File: src/sv/fib_pkg.sv
// Shared types, character codes and saturating helpers for the FASTA index builder.
`timescale 1ns / 1ps
`default_nettype none

package fib_pkg;

    localparam logic [7:0]  CH_GT   = 8'h3E;
    localparam logic [7:0]  CH_CR   = 8'h0D;
    localparam logic [7:0]  CH_LF   = 8'h0A;
    localparam logic [31:0] SAT_MAX = 32'hFFFF_FFFF;

    typedef struct packed {
        logic [7:0] data_byte;
        logic       end_of_input;
    } src_item_t;

    typedef struct packed {
        logic [31:0] name_offset;
        logic [31:0] name_length;
        logic [31:0] seq_offset;
        logic [31:0] seq_length;
        logic [31:0] bases_per_line;
        logic [31:0] bytes_per_line;
        logic        last_of_run;
    } rec_item_t;

    // Saturating 32-bit add.
    function automatic logic [31:0] sat_add(input logic [31:0] a, input logic [31:0] b);
        logic [32:0] s;
        s = {1'b0, a} + {1'b0, b};
        return s[32] ? SAT_MAX : s[31:0];
    endfunction

    // Saturating increment.
    function automatic logic [31:0] sat_inc(input logic [31:0] a);
        return (a == SAT_MAX) ? SAT_MAX : a + 32'd1;
    endfunction

endpackage

`default_nettype wire

File: src/sv/fasta_index_builder.sv
// Top level of the FASTA index builder: byte parser, record state and result queue.
//
// Usage:
//   src channel: one FASTA text byte per transfer (src_valid/src_stall/src_data).
//     Set end_of_input on the final byte of a file; the parser then returns to
//     its reset state and the next byte starts a new file at offset 0.
//   rec channel: one faidx-style record per transfer (rec_valid/rec_stall/rec_data).
//     A record leaves when the next header's '>' arrives or when the file ends;
//     last_of_run marks the final record caused by one input byte (a '>' that
//     is also the last byte causes two).
//   A record enters the queue when its byte is taken and shows on rec after those ahead of it.
//   Throughput: one byte per cycle while src_stall is low. All per-byte work
//     (position, line and header tracking, base and line-shape counts) is
//     combinational logic between the state registers, so bytes follow back to back.
//   Records land in a 4-entry queue; src_stall rises while fewer than two
//     entries are free, so a stalled receiver backs up the byte stream once
//     three entries are taken. Records are never dropped.
//   Reset (rst_n low, asynchronous): position 0, at line start, no open record,
//     queue empty.
`timescale 1ns / 1ps
`default_nettype none

module fasta_index_builder
    import fib_pkg::*;
(
    input  wire logic      clk,
    input  wire logic      rst_n,
    input  wire logic      src_valid,
    output logic           src_stall,
    input  wire src_item_t src_data,
    output logic           rec_valid,
    input  wire logic      rec_stall,
    output rec_item_t      rec_data
);

    localparam int DEPTH = 4;
    localparam int PTR_W = $clog2(DEPTH);
    localparam int CNT_W = $clog2(DEPTH + 1);

    // ------------------------------------------------------------------
    // Parser and open-record state
    // ------------------------------------------------------------------
    logic [31:0] byte_position_reg,       byte_position_next;
    logic        at_line_start_reg,       at_line_start_next;
    logic        in_header_line_reg,      in_header_line_next;
    logic [31:0] line_byte_count_reg,     line_byte_count_next;
    logic        line_saw_cr_reg,         line_saw_cr_next;
    logic        record_open_reg,         record_open_next;
    logic [31:0] open_name_offset_reg,    open_name_offset_next;
    logic [31:0] open_name_length_reg,    open_name_length_next;
    logic [31:0] open_seq_offset_reg,     open_seq_offset_next;
    logic [31:0] open_base_count_reg,     open_base_count_next;
    logic        line_shape_known_reg,    line_shape_known_next;
    logic [31:0] open_bases_per_line_reg, open_bases_per_line_next;
    logic [31:0] open_bytes_per_line_reg, open_bytes_per_line_next;

    // Result queue
    rec_item_t        fifo_mem [DEPTH];
    logic [PTR_W-1:0] wr_ptr_reg, wr_ptr_next;
    logic [PTR_W-1:0] rd_ptr_reg, rd_ptr_next;
    logic [CNT_W-1:0] count_reg,  count_next;

    logic        src_accept;
    logic        rec_accept;
    logic        emit_old;
    logic        emit_new;
    rec_item_t   rec_old;
    rec_item_t   rec_new;
    rec_item_t   wr_a;
    logic [1:0]  wr_cnt;

    assign src_accept = src_valid && !src_stall;
    assign rec_accept = rec_valid && !rec_stall;

    // One byte of parsing; mirrors the line/header rules in order:
    // header start or LF or content byte, then a line close, then end of file.
    always_comb
    begin
        logic        is_gt;
        logic        lf_branch;
        logic        do_fin;
        logic [31:0] content;

        is_gt     = at_line_start_reg && (src_data.data_byte == CH_GT);
        lf_branch = !is_gt && (src_data.data_byte == CH_LF);

        byte_position_next       = byte_position_reg;
        at_line_start_next       = at_line_start_reg;
        in_header_line_next      = in_header_line_reg;
        line_byte_count_next     = line_byte_count_reg;
        line_saw_cr_next         = line_saw_cr_reg;
        record_open_next         = record_open_reg;
        open_name_offset_next    = open_name_offset_reg;
        open_name_length_next    = open_name_length_reg;
        open_seq_offset_next     = open_seq_offset_reg;
        open_base_count_next     = open_base_count_reg;
        line_shape_known_next    = line_shape_known_reg;
        open_bases_per_line_next = open_bases_per_line_reg;
        open_bytes_per_line_next = open_bytes_per_line_reg;

        // Record closed by a new header: taken from the state before this byte.
        emit_old = is_gt && record_open_reg;
        rec_old.name_offset    = open_name_offset_reg;
        rec_old.name_length    = open_name_length_reg;
        rec_old.seq_offset     = open_seq_offset_reg;
        rec_old.seq_length     = open_base_count_reg;
        rec_old.bases_per_line = line_shape_known_reg ? open_bases_per_line_reg : '0;
        rec_old.bytes_per_line = line_shape_known_reg ? open_bytes_per_line_reg : '0;
        rec_old.last_of_run    = 1'b0;

        if (is_gt)
        begin
            // Open a fresh record; the '>' is the header's first byte.
            record_open_next         = 1'b1;
            open_name_offset_next    = sat_inc(byte_position_reg);
            open_name_length_next    = '0;
            open_seq_offset_next     = '0;
            open_base_count_next     = '0;
            line_shape_known_next    = 1'b0;
            open_bases_per_line_next = '0;
            open_bytes_per_line_next = '0;
            in_header_line_next      = 1'b1;
            line_byte_count_next     = 32'd1;
            line_saw_cr_next         = 1'b0;
            at_line_start_next       = 1'b0;
        end
        else if (lf_branch)
        begin
            at_line_start_next = 1'b1;
        end
        else
        begin
            line_byte_count_next = sat_inc(line_byte_count_reg);
            line_saw_cr_next     = (src_data.data_byte == CH_CR);
            at_line_start_next   = 1'b0;
        end

        // Close the line on LF, or on end of file in mid-line.
        do_fin  = lf_branch || (src_data.end_of_input && !at_line_start_next);
        content = line_byte_count_next - {31'd0, line_saw_cr_next};
        if (do_fin)
        begin
            if (in_header_line_next)
            begin
                open_name_length_next = (content != '0) ? content - 32'd1 : '0;
                open_seq_offset_next  = sat_inc(byte_position_reg);
                in_header_line_next   = 1'b0;
            end
            else if (record_open_next)
            begin
                open_base_count_next = sat_add(open_base_count_next, content);
                if (!line_shape_known_next && content != '0)
                begin
                    open_bases_per_line_next = content;
                    open_bytes_per_line_next = lf_branch ? sat_inc(line_byte_count_next)
                                                         : line_byte_count_next;
                    line_shape_known_next    = 1'b1;
                end
            end
            line_byte_count_next = '0;
            line_saw_cr_next     = 1'b0;
        end

        // Record closed by end of file: taken from the updated state.
        emit_new = src_data.end_of_input && record_open_next;
        rec_new.name_offset    = open_name_offset_next;
        rec_new.name_length    = open_name_length_next;
        rec_new.seq_offset     = open_seq_offset_next;
        rec_new.seq_length     = open_base_count_next;
        rec_new.bases_per_line = line_shape_known_next ? open_bases_per_line_next : '0;
        rec_new.bytes_per_line = line_shape_known_next ? open_bytes_per_line_next : '0;
        rec_new.last_of_run    = 1'b1;

        if (src_data.end_of_input)
        begin
            // Return to the power-on state for the next file.
            byte_position_next       = '0;
            at_line_start_next       = 1'b1;
            in_header_line_next      = 1'b0;
            line_byte_count_next     = '0;
            line_saw_cr_next         = 1'b0;
            record_open_next         = 1'b0;
            open_name_offset_next    = '0;
            open_name_length_next    = '0;
            open_seq_offset_next     = '0;
            open_base_count_next     = '0;
            line_shape_known_next    = 1'b0;
            open_bases_per_line_next = '0;
            open_bytes_per_line_next = '0;
        end
        else
        begin
            byte_position_next = sat_inc(byte_position_reg);
        end
    end

    always_ff @(posedge clk or negedge rst_n)
    begin
        if (!rst_n)
        begin
            byte_position_reg       <= '0;
            at_line_start_reg       <= 1'b1;
            in_header_line_reg      <= 1'b0;
            line_byte_count_reg     <= '0;
            line_saw_cr_reg         <= 1'b0;
            record_open_reg         <= 1'b0;
            open_name_offset_reg    <= '0;
            open_name_length_reg    <= '0;
            open_seq_offset_reg     <= '0;
            open_base_count_reg     <= '0;
            line_shape_known_reg    <= 1'b0;
            open_bases_per_line_reg <= '0;
            open_bytes_per_line_reg <= '0;
        end
        else if (src_accept)
        begin
            byte_position_reg       <= byte_position_next;
            at_line_start_reg       <= at_line_start_next;
            in_header_line_reg      <= in_header_line_next;
            line_byte_count_reg     <= line_byte_count_next;
            line_saw_cr_reg         <= line_saw_cr_next;
            record_open_reg         <= record_open_next;
            open_name_offset_reg    <= open_name_offset_next;
            open_name_length_reg    <= open_name_length_next;
            open_seq_offset_reg     <= open_seq_offset_next;
            open_base_count_reg     <= open_base_count_next;
            line_shape_known_reg    <= line_shape_known_next;
            open_bases_per_line_reg <= open_bases_per_line_next;
            open_bytes_per_line_reg <= open_bytes_per_line_next;
        end
    end

    // ------------------------------------------------------------------
    // Result queue: up to two writes per byte, at most one read per cycle
    // ------------------------------------------------------------------
    always_comb
    begin
        wr_cnt = '0;
        if (src_accept)
        begin
            wr_cnt = {1'b0, emit_old} + {1'b0, emit_new};
        end
        wr_a = rec_old;
        wr_a.last_of_run = !emit_new;
        if (!emit_old)
        begin
            wr_a = rec_new;
        end
        wr_ptr_next = wr_ptr_reg + PTR_W'(wr_cnt);
        rd_ptr_next = rd_ptr_reg + PTR_W'(rec_accept);
        count_next  = count_reg + CNT_W'(wr_cnt) - CNT_W'(rec_accept);
    end

    always_ff @(posedge clk)
    begin
        if (wr_cnt != 2'd0)
        begin
            fifo_mem[wr_ptr_reg] <= wr_a;
        end
        if (wr_cnt == 2'd2)
        begin
            fifo_mem[wr_ptr_reg + PTR_W'(1)] <= rec_new;
        end
    end

    always_ff @(posedge clk or negedge rst_n)
    begin
        if (!rst_n)
        begin
            wr_ptr_reg <= '0;
            rd_ptr_reg <= '0;
            count_reg  <= '0;
        end
        else
        begin
            wr_ptr_reg <= wr_ptr_next;
            rd_ptr_reg <= rd_ptr_next;
            count_reg  <= count_next;
        end
    end

    // Hold off bytes unless two entries are free, whatever the receiver does.
    assign src_stall = (count_reg > CNT_W'(DEPTH - 2));
    assign rec_valid = (count_reg != '0);
    assign rec_data  = fifo_mem[rd_ptr_reg];

endmodule

`default_nettype wire
File: config.mk
export PLATFORM = sky130hd
export DESIGN_NAME = fasta_index_builder
export DESIGN_NICKNAME = d
export VERILOG_FILES = /design/src/sv/fib_pkg.sv /design/src/sv/fasta_index_builder.sv
export SDC_FILE = /design/constraint.sdc
export NUM_CORES = 2
export LEC_CHECK = 0
export BUFFER_PORTS_ARGS = -buffer_cell sky130_fd_sc_hd__buf_2
export CORE_AREA = 2 2 375 377
export DETAILED_ROUTE_END_ITERATION = 12
export DIE_AREA = 0 0 377 379
export MAX_ROUTING_LAYER = met4
export SLEW_MARGIN = 20
export SYNTH_ARGS = -nofsm -noshare
export SYNTH_HDL_FRONTEND = slang
export SYNTH_SLANG_ARGS = --single-unit
File: constraint.sdc
create_clock -name clk -period 17.3 [get_ports clk]
set_input_delay 1.73 -clock clk [delete_from_list [all_inputs] [get_ports clk]]
set_output_delay 1.73 -clock clk [all_outputs]
set_load 0.05 [all_outputs]
=== Word-level counts from Yosys, hierarchy flattened ===
Memories as Yosys holds them, arrays and structs flattened.
Cells that the tools add are included.

* Register bits: 268
* Logic and storage cells: 121
* Memories kept: 1
* Bits in writable memories: 772
* Input bits: 13
* Output and inout bits: 195

{| class="wikitable"
|+ Memory list
! memory !! words !! width !! read ports !! clocked after Yosys merged registers in !! write ports !! line !! text
|-
| fifo_mem || 4 || 193 || 1 || 0 || 2 || fasta_index_builder.sv:58 || <nowiki>rec_item_t fifo_mem [DEPTH];</nowiki>
|}

* $lt $le $gt $ge: 1
* Eq/ne operators: 7
* Mux-type cells: 66
* Add/subtract/negate cells: 12
* Reductions and logical operators: 18

{| class="wikitable"
|+ Operator list
! operator !! count
|-
| 2-to-1 mux 32 bit || 42
|-
| 2-to-1 mux 193 bit || 1
|-
| adder 32 x 1 -> 32 bit (second input constant) || 3
|-
| equality test 32 bit (second input constant) || 3
|-
| adder 32 x 32 -> 33 bit || 1
|-
| nonzero test 32 bit || 1
|-
| subtractor 32 x 1 -> 32 bit || 1
|-
| subtractor 32 x 1 -> 32 bit (second input constant) || 1
|-
| 2-to-1 mux 1 bit || 22
|-
| equality test 8 x 4 -> 1 bit (second input constant) || 2
|-
| equality test 8 x 6 -> 1 bit (second input constant) || 1
|-
| logical AND 1 bit || 8
|-
| logical NOT 1 bit || 6
|-
| adder 3 x 2 -> 3 bit || 1
|-
| > comparator 3 x 2 -> 1 bit (second input constant) || 1
|-
| nonzero test 3 bit || 1
|-
| subtractor 3 x 1 -> 3 bit || 1
|-
| adder 1 x 1 -> 2 bit || 1
|-
| adder 2 x 1 -> 2 bit || 1
|-
| adder 2 x 1 -> 2 bit (second input constant) || 1
|-
| adder 2 bit || 1
|-
| equality test 2 bit (second input constant) || 1
|-
| 2-to-1 mux 2 bit || 1
|-
| nonzero test 2 bit || 1
|-
| logical OR 1 bit || 1
|}

=== Depth between registers and ports, before layout ===
* Depth after elaboration: 15
* Depth in mapped cells: 32

=== Least setup slack after synthesis ===
Ideal clock, no wire load.

* Path kind: input port to flip-flop
* Start: in src_data[8] in the netlist's numbering
* End: mem fifo_mem[0][62] in the netlist's numbering (data pin)
* Path buffers: 7
* Cell stages on the path: 17
* Data arrival time: 10.992 ns
* Library setup time: 0.292 ns
* Slack: 6.016 ns
* Cell sequence: nor4bb_1 and3_1 buf_2 buf_2 buf_1 clkbuf_1 nand2_1 inv_1 clkbuf_1 clkbuf_1 buf_1 ha_1 o21ai_0 nor3_1 nor2_1 clkinv_1 a32o_1

{| class="wikitable"
|+ RTL lines
! element !! line !! text
|-
| start, declared || fasta_index_builder.sv:30 || <nowiki>input wire src_item_t src_data,</nowiki>
|-
| end, declared || fasta_index_builder.sv:58 ||
|}

==> flow_metrics.tcl <==
set metrics [dict create \
    maxSlewHeadroom_pct 13.08 \
    yosysWarnings 0 \
    post_synth_fa_ha_maj_area_fraction_pct 1.024 \
    max_freq_mhz 108.0 \
    syn2layout_area_growth_pct 12.13 \
    yosys.area.top_type "edfxtp_1" \
    worstHoldPathType "flip-flop to flip-flop" \
    numCtsBuffers 111 \
    min-delay-start "fifo_mem[3][0]" \
    die_w_um 377 \
    track_usage_pct 29.21 \
    cp.required_ps 17780 \
    period_needed_ps 9259 \
    io_buffers 207 \
    drc 0 \
    status "complete, no violations" \
    cts_max_level 3 \
    synth_xor_area_share_pct 1.968 \
    wl_per_cell_um 30.85 \
    cp-startpoint "src_data[6]" \
    cts_resized 0 \
    drt_iter0_drc 5656 \
    synthTopCellsByCount "768 x edfxtp_1, 524 x nand2_1, 484 x a22o_1, 414 x o21ai_0, 294 x clkbuf_1" \
    critPathSlowestCell "or4_1" \
    gp_congestion 0.9621 \
    largest_reg_flops 772 \
    p_sw_share_pct 42.85 \
    crit_family "simple AND/OR/NAND/NOR gates" \
    yosysMostFrequentCell "edfxtp_1" \
    clockBufferDepth 3 \
    p_comb_share_pct 39.7 \
    cts_hold_buf 0 \
    synth.area.top_cells "edfxtp_1 42%, dfrtp_1 12%, mux4_2 7.9%, a22o_1 7.7%, o21ai_0 3.8%" \
    regToRegStartpoint "at_line_start_reg" \
    post-route-util_pct 44.61 \
    fin_cells 6702 \
    tns_ps 0 \
    slowest_delay_ps 740 \
    holdWs_ps 472.1 \
    cp.depth 30 \
    ir_drop_uv 147.9 \
    core_area_mm2 0.1388 \
    fin_worst_skew_ps 50.06 \
    num_vias 43626 \
    clock_latency_ps 750 \
    grt_max_degree 147 \
    dp_cells 6489 \
    dieHeight_um 379 \
    min_path_cells 1 \
    synth_top_family_by_area "compound AO/OA/AOI/OAI gates" \
    hold_violations 0 \
    ys_seq_elements 1040 \
    synth.distinct_cells 111 \
    wirelength_mm 206.8 \
    synth_compound_area_share_pct 21.28 \
    slew_viol_final 0 \
    nets 4852 \
    synth-seq-area-share_pct 54.04 \
    fillers 12730 \
    cp_max_fo 23 \
    largest-register "fifo_mem" \
    clk_pin_slew_ps 60 \
    startpoint_type "input port" \
    io_pins 208 \
    internal_power_mw 5.013 \
    synth.mux.area_fraction_pct 9.114 \
    grt_setup_unrepaired "no" \
    post_cts_buffers 0 \
    finalSetupViolCount 0 \
    synth_area_mm2 0.05524 \
    final-seq-area_mm2 0.02986 \
    power_frac_seq_pct 32.1 \
    async_flop_share_pct 25.77 \
    cts-root-buf "clkbuf_16" \
    cts_tree "yes" \
    post-route-period-util_pct 53.52 \
    crit_arrival_ps 9740 \
    place_hpwl_mm 128.3 \
    synth_nets 4805 \
    firstDrtPassIters 6 \
    fin_ws_ps 8041 \
    power_switching_mw 3.759 \
    drive_gt1_share_pct 16.62 \
    grt_pass1_wl_mm 297.5 \
    synthSimpleGateAreaFrac_pct 9.484 \
    crit_path_end_kind "flip-flop" \
    multiInputGateArea_mm2 0.02392 \
    yosys.area.top_type_share_pct 41.75 \
    p_leak_nw 22.46 \
    p_clk_share_pct 28.2 \
    rows 137 \
    ant_nets 0 \
    synth.avg_cell_area_um2 11.63 \
    cts.sinks 1040 \
    p_per_area_mw_per_mm2 141.6 \
    netlist_instances 4748 \
    worstSetupPathType "input port to flip-flop" \
    timing.critical_path.mode_cell "nand2_1" \
    reg2reg_depth 25 \
    dieArea_mm2 0.1429 \
    tightest_slew_ps 1304 \
    start_util_pct 39.79 \
    cp_num_buf_inv 5 \
    synth_edf_count 768 \
    dp_worst_setup_slack_ps 7435 \
    yosys_most_used_dff "edfxtp_1" \
    grt_pass1_vias 41353 \
    antenna_found_initial 12 \
    viasPerCell 6.509 \
    maxCapViolCount 0 \
    overflow 0 \
]
## final timing paths
| kind | endpoint | slack [ps] |
|---|---|---|
| max in group asynchronous | open_name_length_reg[16] | 14050 |
| worst min register to register | fifo_mem[3][0] | 470 |
| min in group asynchronous | open_bases_per_line_reg[13] | 960 |
| worst max-delay path | fifo_mem[1][81] | 8040 |
| worst min-delay path | fifo_mem[3][0] | 470 |
| worst max register to register | fifo_mem[1][81] | 8850 |
## routing by layer
layer / share of wire (%) / GRT usage [%]
met1: 40 / 37.96
met2: 46 / 44.74
met3: 9.4 / 5.741
met4: 4.6 / 12.29
met5: 0 / -
## stage by stage
step           area, um2  total power, mW
6_report           61940            8.772
5_1_grt            61940            9.004
4_1_cts            61930            8.797
3_5_place_dp       58170            6.353
3_3_place_gp       58170            6.351
2_1_floorplan      55240            5.185
## worst reg2reg max path: stages (launching register included)
cell and delay, ps:
dfstp_2 540, nor4bb_1 770, nand3_4 640, buf_4 510
o311ai_0 180, o21ai_1 250, a211oi_2 540, nand3_2 370
nor4_4 510, nand2b_1 140, xnor2_1 430, inv_1 130
ha_1 350, and3_1 210, nand2_1 110, nor2_1 50
a211oi_1 380, nor2b_1 80, o21ai_0 170, nand2_1 140
a211oi_2 570, buf_4 280, nand2_1 130, o22ai_1 380
a21oi_1 80, a31o_2 230
## cell type report
type,instances,share of cell area (%)
clock buffers,152,5.125
repair buffers,314,3.046
diodes,3,0.01212
inverters,57,0.3939
multi-input cells,3271,38.62
well taps,1807,3.650
flip-flops and latches,1040,48.20
clock inverters,58,0.9454
## logic make-up after synthesis
logic type	Yosys count
muxes	261
AOI/OAI and AO/OA	1712
DFF	1040
adders and majority gates	44
and+or+nand+nor	1134
buffers and inverters	437
xor gates and xnor gates	120
## cells in the final DEF (no fill, tap or decap), types with 80 or more instances in the layout
cell type / netlist / final
edfxtp_1: 768 / 768
nand2_1: 524 / 518
a22o_1: 484 / 484
o21ai_0: 414 / 408
a21oi_1: 281 / 278
dfrtp_1: 267 / 265
nor2_1: 237 / 223
buf_2: 25 / 206
mux4_2: 193 / 193
o22ai_1: 129 / 129
clkbuf_16: 0 / 113
buf_4: 6 / 104
nand3_1: 91 / 89
xnor2_1: 80 / 80
## power by group through the flow
stage / sequential, mW / combinational, mW / clock, mW
finish: 2.81 / 3.49 / 2.47
global route: 2.82 / 3.60 / 2.58
CTS: 2.81 / 3.49 / 2.49
detailed placement: 2.86 / 3.49 / 0
global placement: 2.86 / 3.49 / 0
floorplan: 2.79 / 2.40 / 0
No activity file was read; power rests on OpenSTA's default activity.
